## config.mk

```make
export PLATFORM = sky130hd
export DESIGN_NAME = process_fifo_with_pid_removal_top
export DESIGN_NICKNAME = d
export VERILOG_FILES = /design/src/design/pfq_pkg.sv /design/src/design/process_fifo_with_pid_removal_top.sv /design/src/design/pfq_store.sv /design/src/design/pfq_ctrl.sv
export SDC_FILE = /design/constraint.sdc
export NUM_CORES = 1
export LEC_CHECK = 0
export BUFFER_PORTS_ARGS = -buffer_cell sky130_fd_sc_hd__buf_2
export CORE_ASPECT_RATIO = 0.8
export CORE_UTILIZATION = 54
export DETAILED_ROUTE_END_ITERATION = 10
export PLACE_DENSITY = 0.71
export SYNTH_ARGS = -nofsm -noshare
export SYNTH_HDL_FRONTEND = slang
export SYNTH_SLANG_ARGS = --single-unit
```

## constraint.sdc

```tcl
create_clock -name clk -period 12.9 [get_ports clk]
set_input_delay 1.935 -clock clk [delete_from_list [all_inputs] [get_ports clk]]
set_output_delay 1.935 -clock clk [all_outputs]
set_load 0.005 [all_outputs]
```

## src/design/pfq_pkg.sv

```systemverilog
package pfq_pkg;

	// Fixed field widths of the request and result ports.
	localparam int REQ_W  = 2;
	localparam int PID_W  = 16;
	localparam int PAY_W  = 64;
	localparam int STAT_W = 2;
	localparam int CNT_W  = 5;

	// Request codes.
	localparam logic [REQ_W-1:0] REQ_ENQ = 2'd0;
	localparam logic [REQ_W-1:0] REQ_DEQ = 2'd1;
	localparam logic [REQ_W-1:0] REQ_RMV = 2'd2;
	localparam logic [REQ_W-1:0] REQ_NOP = 2'd3;

	// Result status codes.
	localparam logic [STAT_W-1:0] STAT_DONE = 2'd0;
	localparam logic [STAT_W-1:0] STAT_MISS = 2'd1;
	localparam logic [STAT_W-1:0] STAT_FULL = 2'd2;

	// Sequencer state codes.
	localparam logic [1:0] SEQ_IDLE = 2'd0;
	localparam logic [1:0] SEQ_EXEC = 2'd1;
	localparam logic [1:0] SEQ_DEQ  = 2'd2;
	localparam logic [1:0] SEQ_SCAN = 2'd3;

	typedef logic [STAT_W-1:0] status_t;
	typedef logic [REQ_W-1:0]  req_t;

endpackage

```

## src/design/process_fifo_with_pid_removal_top.sv

```systemverilog
// Channel   Handshake            Fields
// request   start / busy         req_type, proc_id, entry_payload
// result    done (one cycle)     status, out_id, out_payload, entry_count, not_empty
//
// A request is taken when start is high and busy is low; busy then stays high
// until the result strobe. Enqueue and the unused code end in the execute state;
// dequeue reads the head there and returns it from the dequeue state; remove-by-id
// makes one pass of the entry memory's read port over the queue.
// Reset empties the queue; the entry memory itself is not cleared. The receiver
// cannot stall.
module process_fifo_with_pid_removal_top #(
	parameter int QUEUE_DEPTH = 16,
	parameter int ID_BITS     = 16
) (
	input  logic                          clk,
	input  logic                          arst_n,
	input  logic                          start,
	output logic                          busy,
	input  logic [pfq_pkg::REQ_W-1:0]     req_type,
	input  logic [pfq_pkg::PID_W-1:0]     proc_id,
	input  logic [pfq_pkg::PAY_W-1:0]     entry_payload,
	output logic                          done,
	output logic [pfq_pkg::STAT_W-1:0]    status,
	output logic [pfq_pkg::PID_W-1:0]     out_id,
	output logic [pfq_pkg::PAY_W-1:0]     out_payload,
	output logic [pfq_pkg::CNT_W-1:0]     entry_count,
	output logic                          not_empty
);
	import pfq_pkg::*;

	// Stored identifier width: the port width bounds what can be kept.
	localparam int SW = (ID_BITS < PID_W) ? ID_BITS : PID_W;
	localparam int AW = $clog2(QUEUE_DEPTH);
	localparam int OW = $clog2(QUEUE_DEPTH + 1);
	localparam int EW = SW + PAY_W;

	logic          mem_we;
	logic [AW-1:0] mem_waddr;
	logic [EW-1:0] mem_wdata;
	logic          mem_re;
	logic [AW-1:0] mem_raddr;
	logic [EW-1:0] mem_rdata;
	logic [SW-1:0] res_id;
	logic [OW-1:0] occupancy;

	// Queue sequencer.
	pfq_ctrl #(
		.DEPTH(QUEUE_DEPTH),
		.SW   (SW),
		.AW   (AW),
		.OW   (OW),
		.EW   (EW)
	) u_ctrl (
		.clk        (clk),
		.arst_n     (arst_n),
		.start      (start),
		.busy       (busy),
		.req_type   (req_type),
		.req_id     (proc_id[SW-1:0]),
		.req_payload(entry_payload),
		.mem_we     (mem_we),
		.mem_waddr  (mem_waddr),
		.mem_wdata  (mem_wdata),
		.mem_re     (mem_re),
		.mem_raddr  (mem_raddr),
		.mem_rdata  (mem_rdata),
		.done       (done),
		.status     (status),
		.res_id     (res_id),
		.res_payload(out_payload),
		.occupancy  (occupancy)
	);

	// Entry memory.
	pfq_store #(
		.DEPTH(QUEUE_DEPTH),
		.EW   (EW),
		.AW   (AW)
	) u_store (
		.clk  (clk),
		.we   (mem_we),
		.waddr(mem_waddr),
		.wdata(mem_wdata),
		.re   (mem_re),
		.raddr(mem_raddr),
		.rdata(mem_rdata)
	);

	assign out_id      = PID_W'(res_id);
	assign entry_count = CNT_W'(occupancy);
	assign not_empty   = (occupancy != '0);

endmodule

```

## src/design/pfq_store.sv

```systemverilog
module pfq_store #(
	parameter int DEPTH = 16,
	parameter int EW    = 80,
	parameter int AW    = 4
) (
	input  logic          clk,
	input  logic          we,
	input  logic [AW-1:0] waddr,
	input  logic [EW-1:0] wdata,
	input  logic          re,
	input  logic [AW-1:0] raddr,
	output logic [EW-1:0] rdata
);

	// Entry memory: identifier in the upper bits, payload in the lower bits.
	logic [EW-1:0] mem [DEPTH];

	// Write port.
	always_ff @(posedge clk) begin
		if (we) begin
			mem[waddr] <= wdata;
		end
	end

	// Registered read port.
	always_ff @(posedge clk) begin
		if (re) begin
			rdata <= mem[raddr];
		end
	end

endmodule

```

## src/design/pfq_ctrl.sv

```systemverilog
module pfq_ctrl #(
	parameter int DEPTH = 16,
	parameter int SW    = 16,
	parameter int AW    = 4,
	parameter int OW    = 5,
	parameter int EW    = 80
) (
	input  logic                   clk,
	input  logic                   arst_n,
	input  logic                   start,
	output logic                   busy,
	input  pfq_pkg::req_t          req_type,
	input  logic [SW-1:0]          req_id,
	input  logic [pfq_pkg::PAY_W-1:0] req_payload,
	output logic                   mem_we,
	output logic [AW-1:0]          mem_waddr,
	output logic [EW-1:0]          mem_wdata,
	output logic                   mem_re,
	output logic [AW-1:0]          mem_raddr,
	input  logic [EW-1:0]          mem_rdata,
	output logic                   done,
	output pfq_pkg::status_t       status,
	output logic [SW-1:0]          res_id,
	output logic [pfq_pkg::PAY_W-1:0] res_payload,
	output logic [OW-1:0]          occupancy
);
	import pfq_pkg::*;

	logic [1:0]       state_q;
	req_t             req_q;
	logic [SW-1:0]    pid_q;
	logic [PAY_W-1:0] pay_q;
	logic [AW-1:0]    head_q;
	logic [OW-1:0]    occ_q;
	logic [OW-1:0]    rp_q;
	logic             dvalid_s1;
	logic [OW-1:0]    dpos_s1;
	logic             found_q;
	logic             done_q;
	status_t          status_q;
	logic [SW-1:0]    res_id_q;
	logic [PAY_W-1:0] res_pay_q;
	logic             full;
	logic             more_reads;
	logic             id_match;

	// Physical slot of a queue position counted from the head.
	function automatic logic [AW-1:0] slot_of(input logic [AW-1:0] head,
			input logic [OW-1:0] pos);
		logic [OW:0] sum;
		begin
			sum = (OW+1)'(head) + (OW+1)'(pos);
			if (sum >= (OW+1)'(DEPTH)) begin
				sum = sum - (OW+1)'(DEPTH);
			end
			return sum[AW-1:0];
		end
	endfunction

	assign full       = (occ_q >= OW'(DEPTH));
	assign more_reads = (rp_q < occ_q);
	assign id_match   = (mem_rdata[EW-1:PAY_W] == pid_q);

	// Memory port control.
	always_comb begin
		mem_we    = 1'b0;
		mem_waddr = slot_of(head_q, occ_q);
		mem_wdata = {pid_q, pay_q};
		mem_re    = 1'b0;
		mem_raddr = slot_of(head_q, rp_q);
		unique case (state_q)
			SEQ_EXEC: begin
				if (req_q == REQ_ENQ && !full) begin
					mem_we = 1'b1;
				end
				if (req_q == REQ_DEQ && occ_q != '0) begin
					mem_re    = 1'b1;
					mem_raddr = head_q;
				end
			end
			SEQ_SCAN: begin
				mem_re = more_reads;
				// Once the match is taken out, each later entry moves up by one.
				if (dvalid_s1 && found_q) begin
					mem_we    = 1'b1;
					mem_waddr = slot_of(head_q, dpos_s1 - OW'(1));
					mem_wdata = mem_rdata;
				end
			end
			default: begin
			end
		endcase
	end

	// Request latch.
	always_ff @(posedge clk) begin
		if (start && !busy) begin
			req_q <= req_type;
			pid_q <= req_id;
			pay_q <= req_payload;
		end
	end

	// Sequencer, queue pointers and result registers.
	always_ff @(posedge clk or negedge arst_n) begin
		if (!arst_n) begin
			state_q   <= SEQ_IDLE;
			head_q    <= '0;
			occ_q     <= '0;
			rp_q      <= '0;
			dvalid_s1 <= 1'b0;
			dpos_s1   <= '0;
			found_q   <= 1'b0;
			done_q    <= 1'b0;
			status_q  <= STAT_DONE;
			res_id_q  <= '0;
			res_pay_q <= '0;
		end else begin
			done_q <= 1'b0;
			unique case (state_q)
				SEQ_IDLE: begin
					if (start) begin
						state_q <= SEQ_EXEC;
					end
				end
				SEQ_EXEC: begin
					res_id_q  <= '0;
					res_pay_q <= '0;
					unique case (req_q)
						REQ_ENQ: begin
							done_q  <= 1'b1;
							state_q <= SEQ_IDLE;
							if (full) begin
								status_q <= STAT_FULL;
							end else begin
								status_q <= STAT_DONE;
								occ_q    <= occ_q + OW'(1);
							end
						end
						REQ_DEQ: begin
							if (occ_q == '0) begin
								status_q <= STAT_MISS;
								done_q   <= 1'b1;
								state_q  <= SEQ_IDLE;
							end else begin
								state_q <= SEQ_DEQ;
							end
						end
						REQ_RMV: begin
							rp_q      <= '0;
							dvalid_s1 <= 1'b0;
							found_q   <= 1'b0;
							state_q   <= SEQ_SCAN;
						end
						REQ_NOP: begin
							status_q <= STAT_DONE;
							done_q   <= 1'b1;
							state_q  <= SEQ_IDLE;
						end
					endcase
				end
				SEQ_DEQ: begin
					res_id_q  <= mem_rdata[EW-1:PAY_W];
					res_pay_q <= mem_rdata[PAY_W-1:0];
					head_q    <= (32'(head_q) + 1 >= DEPTH) ? '0 : head_q + AW'(1);
					occ_q     <= occ_q - OW'(1);
					status_q  <= STAT_DONE;
					done_q    <= 1'b1;
					state_q   <= SEQ_IDLE;
				end
				SEQ_SCAN: begin
					// Read stream runs one position ahead of the compare.
					if (more_reads) begin
						rp_q      <= rp_q + OW'(1);
						dvalid_s1 <= 1'b1;
						dpos_s1   <= rp_q;
					end else begin
						dvalid_s1 <= 1'b0;
					end
					if (dvalid_s1 && !found_q && id_match) begin
						found_q   <= 1'b1;
						res_id_q  <= mem_rdata[EW-1:PAY_W];
						res_pay_q <= mem_rdata[PAY_W-1:0];
					end
					// All entries read and the last one handled.
					if (!more_reads && !dvalid_s1) begin
						done_q  <= 1'b1;
						state_q <= SEQ_IDLE;
						if (found_q) begin
							status_q <= STAT_DONE;
							occ_q    <= occ_q - OW'(1);
						end else begin
							status_q <= STAT_MISS;
						end
					end
				end
			endcase
		end
	end

	assign busy        = (state_q != SEQ_IDLE);
	assign done        = done_q;
	assign status      = status_q;
	assign res_id      = res_id_q;
	assign res_payload = res_pay_q;
	assign occupancy   = occ_q;

endmodule
```

After elaboration in Yosys (flattened, before gate mapping)
Memory sizes are Yosys's and may differ from the RTL's. A register that Yosys moved wholly into a read port is not among the register bits.
Index checks and enable logic that the tools add are counted.
{ "totals": {"reg_bits": 188, "mem_bits_rw": 1280, "input_bits": 85, "out_inout_bits": 90, "mem_count": 1} }
{ "mem_list": {"columns": ["memory", "depth", "width", "read_ports", "rd_ports_with_merged_regs", "write_ports", "line_no", "source"], "rows": [
  ["u_store.mem", 16, 80, 1, 1, 1, "pfq_store.sv:16", "logic [EW-1:0] mem [DEPTH];"]
]} }
{ "op_classes": {"add_sub_neg": 12, "n_lt_le_gt_ge": 6, "eq_ne": 17, "n_mux": 49, "n_reduce_logical": 28} }
{ "ops": {"columns": ["op", "count"], "rows": [
  ["one-hot mux 64 bit (3 select lines)", 1],
  ["two-way mux 80 bit", 2],
  ["two-way mux 64 bit", 1],
  ["one-hot mux 16 bit (3 select lines)", 1],
  ["greater-or-equal comparator 32 x 5 -> 1 bit (second input constant)", 1],
  ["two-way mux 4 bit", 8],
  ["two-way mux 5 bit", 6],
  ["adder 4 x 5 -> 6 bit", 3],
  ["greater-or-equal comparator 6 x 5 -> 1 bit (second input constant)", 3],
  ["one-hot mux 2 bit (3 select lines)", 3],
  ["== test 16 bit", 1],
  ["two-way mux 16 bit", 1],
  ["one-hot mux 5 bit (3 select lines)", 1],
  ["two-way mux 2 bit", 6],
  ["subtractor 4 x 1 -> 4 bit (second input constant)", 3],
  ["two-way mux 1 bit", 11],
  ["adder 5 x 1 -> 5 bit (second input constant)", 2],
  ["inequality test 2 x 1 -> 1 bit (second input constant)", 5],
  ["one-hot mux 1 bit (2 select lines)", 5],
  ["one-hot mux 5 bit (2 select lines)", 1],
  ["subtractor 5 x 1 -> 5 bit (second input constant)", 2],
  ["== test 2 bit (second input constant)", 4],
  ["one-hot mux 2 bit (4 select lines)", 1],
  ["AND reduction 2 bit", 4],
  ["other kinds (20)", 36]
]} }

Depth between registers and ports, before layout
{ "logic_depth": {"depth_word": 7, "ltp_mapped": 13} }

Modules after synthesis
From an unflattened synthesis, not the netlist that was laid out.
{ "hier_totals": {"cells_unflattened": 3095, "hier_area_um2": 61245.0} }
{ "by_module_without_submodules": {"columns": ["module", "instances", "cells_per_inst", "area_each_um2", "seq_area_each_um2"], "rows": [
  ["pfq_store", 1, 2054, 50223.2, 40839.2],
  ["pfq_ctrl", 1, 1038, 11009.3, 5089.9],
  ["process_fifo_with_pid_removal_top", 1, 3, 12.5, 0.0]
]} }

Worst setup path after synthesis
No wires, ideal clock.
{ "synth_path": {"path_kind": "input port to flip-flop", "start": "in start", "end": "reg u_ctrl.pay_q[0] (enable)", "t_arrival_ns": 5.397, "required_ns": 12.376, "slack_ns": 6.979, "stages": 2, "path_buffers": 0, "path_cell_list": "inv_1 -> nor2_1"} }
{ "synth_via": {"elab_chain_len": 1} }
{ "synth_lines": {"columns": ["item", "line_no", "source"], "rows": [
  ["start, declared", "process_fifo_with_pid_removal_top.sv:17", "input logic start,"],
  ["logical AND 1 bit", "pfq_ctrl.sv:97", "if (start && !busy) begin"],
  ["end signal, assigned", "pfq_ctrl.sv:100", "pay_q <= req_payload;"],
  ["end, declared", "pfq_ctrl.sv:32", "logic [PAY_W-1:0] pay_q;"]
]} }
Every way passes these cells.
A chain may end at the register's enable or synchronous reset.

Worst setup path after layout
{ "layout_path": {"start": "reg u_ctrl.state_q[0]", "end": "mem u_store.mem[6][34] (enable)"} }
{ "layout_via": {"elab_chain_len": 4, "elab_cells_between_ends": 6, "cone_classes": "2 x eq/ne; 4 x mux"} }
{ "layout_lines": {"columns": ["item", "line_no", "source"], "rows": [
  ["start, declared", "pfq_ctrl.sv:29", "logic [1:0] state_q;"],
  ["start signal, assigned", "pfq_ctrl.sv:107", "state_q <= SEQ_IDLE;"],
  ["start signal, assigned", "pfq_ctrl.sv:123", "state_q <= SEQ_EXEC;"],
  ["start signal, assigned", "pfq_ctrl.sv:132", "state_q <= SEQ_IDLE;"],
  ["== test 2 bit or == test 2 x 1 -> 1 bit (tied branches)", "pfq_ctrl.sv:71", "unique case (state_q)"],
  ["one-hot mux 1 bit (2 select lines)", "pfq_ctrl.sv:71", null],
  ["two-way mux 1 bit", "pfq_store.sv:20", "if (we) begin"],
  ["two-way mux 1 bit (implied by the code)", "pfq_store.sv:21", "mem[waddr] <= wdata;"],
  ["end, declared", "pfq_store.sv:16", null]
]} }
Several ways; a longest one is shown, not always the timed one.

==> flow_metrics.env <==
export IMPL_status="finished clean"
export IMPL_clock_latency_ns=0.78
export IMPL_dp_worst_setup_slack_ns=7.768
export IMPL_nFillCells=8104
export IMPL_min_period_ns=5.144
export IMPL_cts_path_max_buffers=3
export IMPL_post_cts_buffers=0
export IMPL_cts_sinks=1547
export IMPL_async_flop_share_pct=6.787
export IMPL_fin_crit_sh_pct=39.87
export IMPL_drc=0
export IMPL_fin_nets=4289
export IMPL_start_util_pct=54.52
export IMPL_hold_viol=0
export IMPL_wire_per_inst_um=25.23
export IMPL_synth_main_ff_cell="edfxtp_1"
export IMPL_syn_inst=4082
export IMPL_drt_iter0_markers=4571
export IMPL_synth_top_area_share_pct=71.90
export IMPL_worst_pin_slew_ns=1.260
export IMPL_critical_path_class="register to register"
export IMPL_drv_slew=0
export IMPL_core_sq_mm=0.1105
export IMPL_worst_ep_arrival_time_ns=5.52
export IMPL_fmaxAchievable_mhz=194.4
export IMPL_fin_setup_tns_ns=0
export IMPL_relSlewSlack_pct=16.01
export IMPL_dpl_cell_area_sq_mm=0.06214
export IMPL_finalClockSkew_ns=0.03241
export IMPL_ios=175
export IMPL_synth_area_leaders="edfxtp_1 72%, nand2_1 5.2%, a21oi_1 4.8%"
export IMPL_fin_area_sq_mm=0.06679
export IMPL_vias=36270
export IMPL_dieArea_sq_mm=0.1129
export IMPL_critPathMaxStageDelay_ns=0.74
export IMPL_syn_cell_area_sq_mm=0.06023
export IMPL_layoutNonFillerInstCount=5741
export IMPL_crit_chain="and2_1 -> nand3_4 -> nor2_1 -> o21bai_1 -> a31oi_1 -> nor2_4 -> buf_4 -> buf_4"
export IMPL_end_kind="register"
export IMPL_rows=109
export IMPL_cp_slowest_cell="dfrtp_1"
export IMPL_peakVddDrop_uv=347.5
export IMPL_first_pass_iters=6
export IMPL_cts_resized=0
export IMPL_pwr_share_comb_pct=40.3
export IMPL_synth_edf_count=1442
export IMPL_drive_gt1_share_pct=11.07
export IMPL_internal_power_mw=11.01
export IMPL_crit_buf_inv=2
export IMPL_numCtsBuffers=147
export IMPL_switching_share_pct=39.10
export IMPL_antenna_found_initial=1
export IMPL_p_leak_nw=23.21
export IMPL_routed_wl_um=144800
export IMPL_final_setup_worst_slack_ns=7.756
export IMPL_port_buffers=174
export IMPL_p_seq_share_pct=36.5
export IMPL_critPathTopFamily="simple AND/OR/NAND/NOR gates"
export IMPL_rsz0062_at_grt="no"
export IMPL_cts_root_buf="clkbuf_16"
export IMPL_required_ns=13.28
export IMPL_dpl_hpwl_um=73550
export IMPL_postRouteAntennaNets=0
export IMPL_yosysMostFrequentCell="edfxtp_1"
export IMPL_fp_dieH_um=300.7
export IMPL_gp_congestion=0.7879
export IMPL_pwr_density_cell_mw_per_mm2=270.6
export IMPL_grt_pass1_wl_um=215700
export IMPL_hold_class="register to register"
export IMPL_pwr_share_clk_pct=23.2
export IMPL_switching_power_mw=7.068
export IMPL_syn_num_nets=4194
export IMPL_setup_viol=0
export IMPL_path_clk_slew_ns=0.06
export IMPL_yosys_register_bits=1547
export IMPL_diodes=0
export IMPL_vias_per_cell=6.318
export IMPL_ys_types=56
export IMPL_die_x_um=375.4
export IMPL_holdWs_ns=0.4887
export IMPL_ys_seq_area_share_pct=76.26
export IMPL_cpMostUsedCell="buf_4"
export IMPL_grt_overflow=0
export IMPL_avgSynthCellArea_sq_um=14.75
export IMPL_maxCapViolCount=0
export IMPL_grt_max_degree=211
export IMPL_worstSetupStartpointType="register"
export IMPL_grt_use_total_pct=25.38
export IMPL_cp_max_fo=49
export IMPL_yosysWarnings=0
export IMPL_synthTopCellsByCount="1442 x edfxtp_1, 831 x nand2_1, 577 x a21oi_1, 242 x a22oi_1, 160 x a221o_1"
export IMPL_area_growth_pct=10.90
export IMPL_dp_cells=5471
export IMPL_synth_largest_area_cell="edfxtp_1"
export IMPL_h_tree_depth=4
export IMPL_postCtsHoldBufs=0
export IMPL_cts_tree="built"
export IMPL_grt_pass1_vias=34400
[layout by cell type (no fill, tap or decap), drive strengths merged, types with 11 or more instances in the layout]
master  netlist  layout
a21oi       577     577
a221o       160     160
a22o         81      81
a22oi       242     242
buf         119     225
clkbuf      160     190
clkinv        1      62
dfrtp       105     105
edfxtp     1442    1442
ha           23      23
inv          22      29
mux2i        84      84
nand2       831     831
nand3        90      90
nor2         27      27
o21ai        21      21
xnor2        11      11
xor2         20      20
[layer usage]
layer  part of all wire [%]  global-route usage [%]  wire length, um
met5                      0                       0                0
met3                    9.7                   5.243            14010
met1                     43                   37.76            62040
met2                     46                   38.33            65950
met4                    2.0                   6.978             2835
[power by group through the flow]
stage / clock network, mW / registers [mW] / logic [mW]
after floorplan: 0 / 6.57 / 5.40
after detailed placement: 0 / 6.69 / 7.17
after global placement: 0 / 6.69 / 7.04
after CTS: 4.25 / 6.60 / 7.21
final: 4.20 / 6.60 / 7.28
after global routing: 4.44 / 6.64 / 7.92
[kinds of logic after synthesis]
kind of cell | after synthesis | synth area share, %
buffers and inverters | 302 | 2.545
adders and majority gates | 27 | 0.6108
muxes | 87 | 1.452
and+or+nand+nor | 977 | 6.428
AOI/OAI and AO/OA | 1111 | 12.25
xor gates and xnor gates | 31 | 0.4508
DFF | 1547 | 76.26
[flip-flops by register name (all words and copies together) (netlist names)]
register	count
u_store.mem	1280
u_store.rdata	80
u_ctrl.pay_q	64
u_ctrl.res_payload	64
u_ctrl.pid_q	16
u_ctrl.res_id	16
u_ctrl.occupancy	5
u_ctrl.rp_q	5
u_ctrl.dpos_s1	4
u_ctrl.head_q	4
u_ctrl.req_q	2
u_ctrl.state_q	2
u_ctrl.status	2
u_ctrl.done	1
u_ctrl.dvalid_s1	1
u_ctrl.found_q	1
[worst paths after layout]
path | startpoint | depth (start not counted) | endpoint | slack (ns)
max reg2reg | u_ctrl.state_q[0] | 8 | u_store.mem[6][34] | 7.76
min in group asynchronous | arst_n | 1 | u_ctrl.occupancy[0] | 1.15
min | u_store.rdata[19] | 1 | u_ctrl.res_payload[19] | 0.49
max in group asynchronous | arst_n | 2 | u_ctrl.res_payload[57] | 10.55
max | u_ctrl.state_q[0] | 8 | u_store.mem[6][34] | 7.76
min reg2reg | u_store.rdata[19] | 1 | u_ctrl.res_payload[19] | 0.49
[through the flow]
step           power (mW)  util (%)
6_report            18.08     60.46
5_1_grt             19.00     60.46
4_1_cts             18.06     60.46
3_5_place_dp        13.87     56.25
3_3_place_gp        13.74     56.25
2_1_floorplan       11.97         -
[area by class of cell]
class / count / area [sq um] / share of cell area [%]
well taps: 1443 / 1805 / 2.703
clock buffers: 190 / 3985 / 5.966
flip-flops and latches: 1547 / 45930 / 68.76
repair buffers: 225 / 1323 / 1.980
clock inverters: 80 / 664.4 / 0.9947
inverters: 23 / 86.33 / 0.1293
multi-input cells: 2233 / 13000 / 19.46
(Power assumes the default switching activity.)
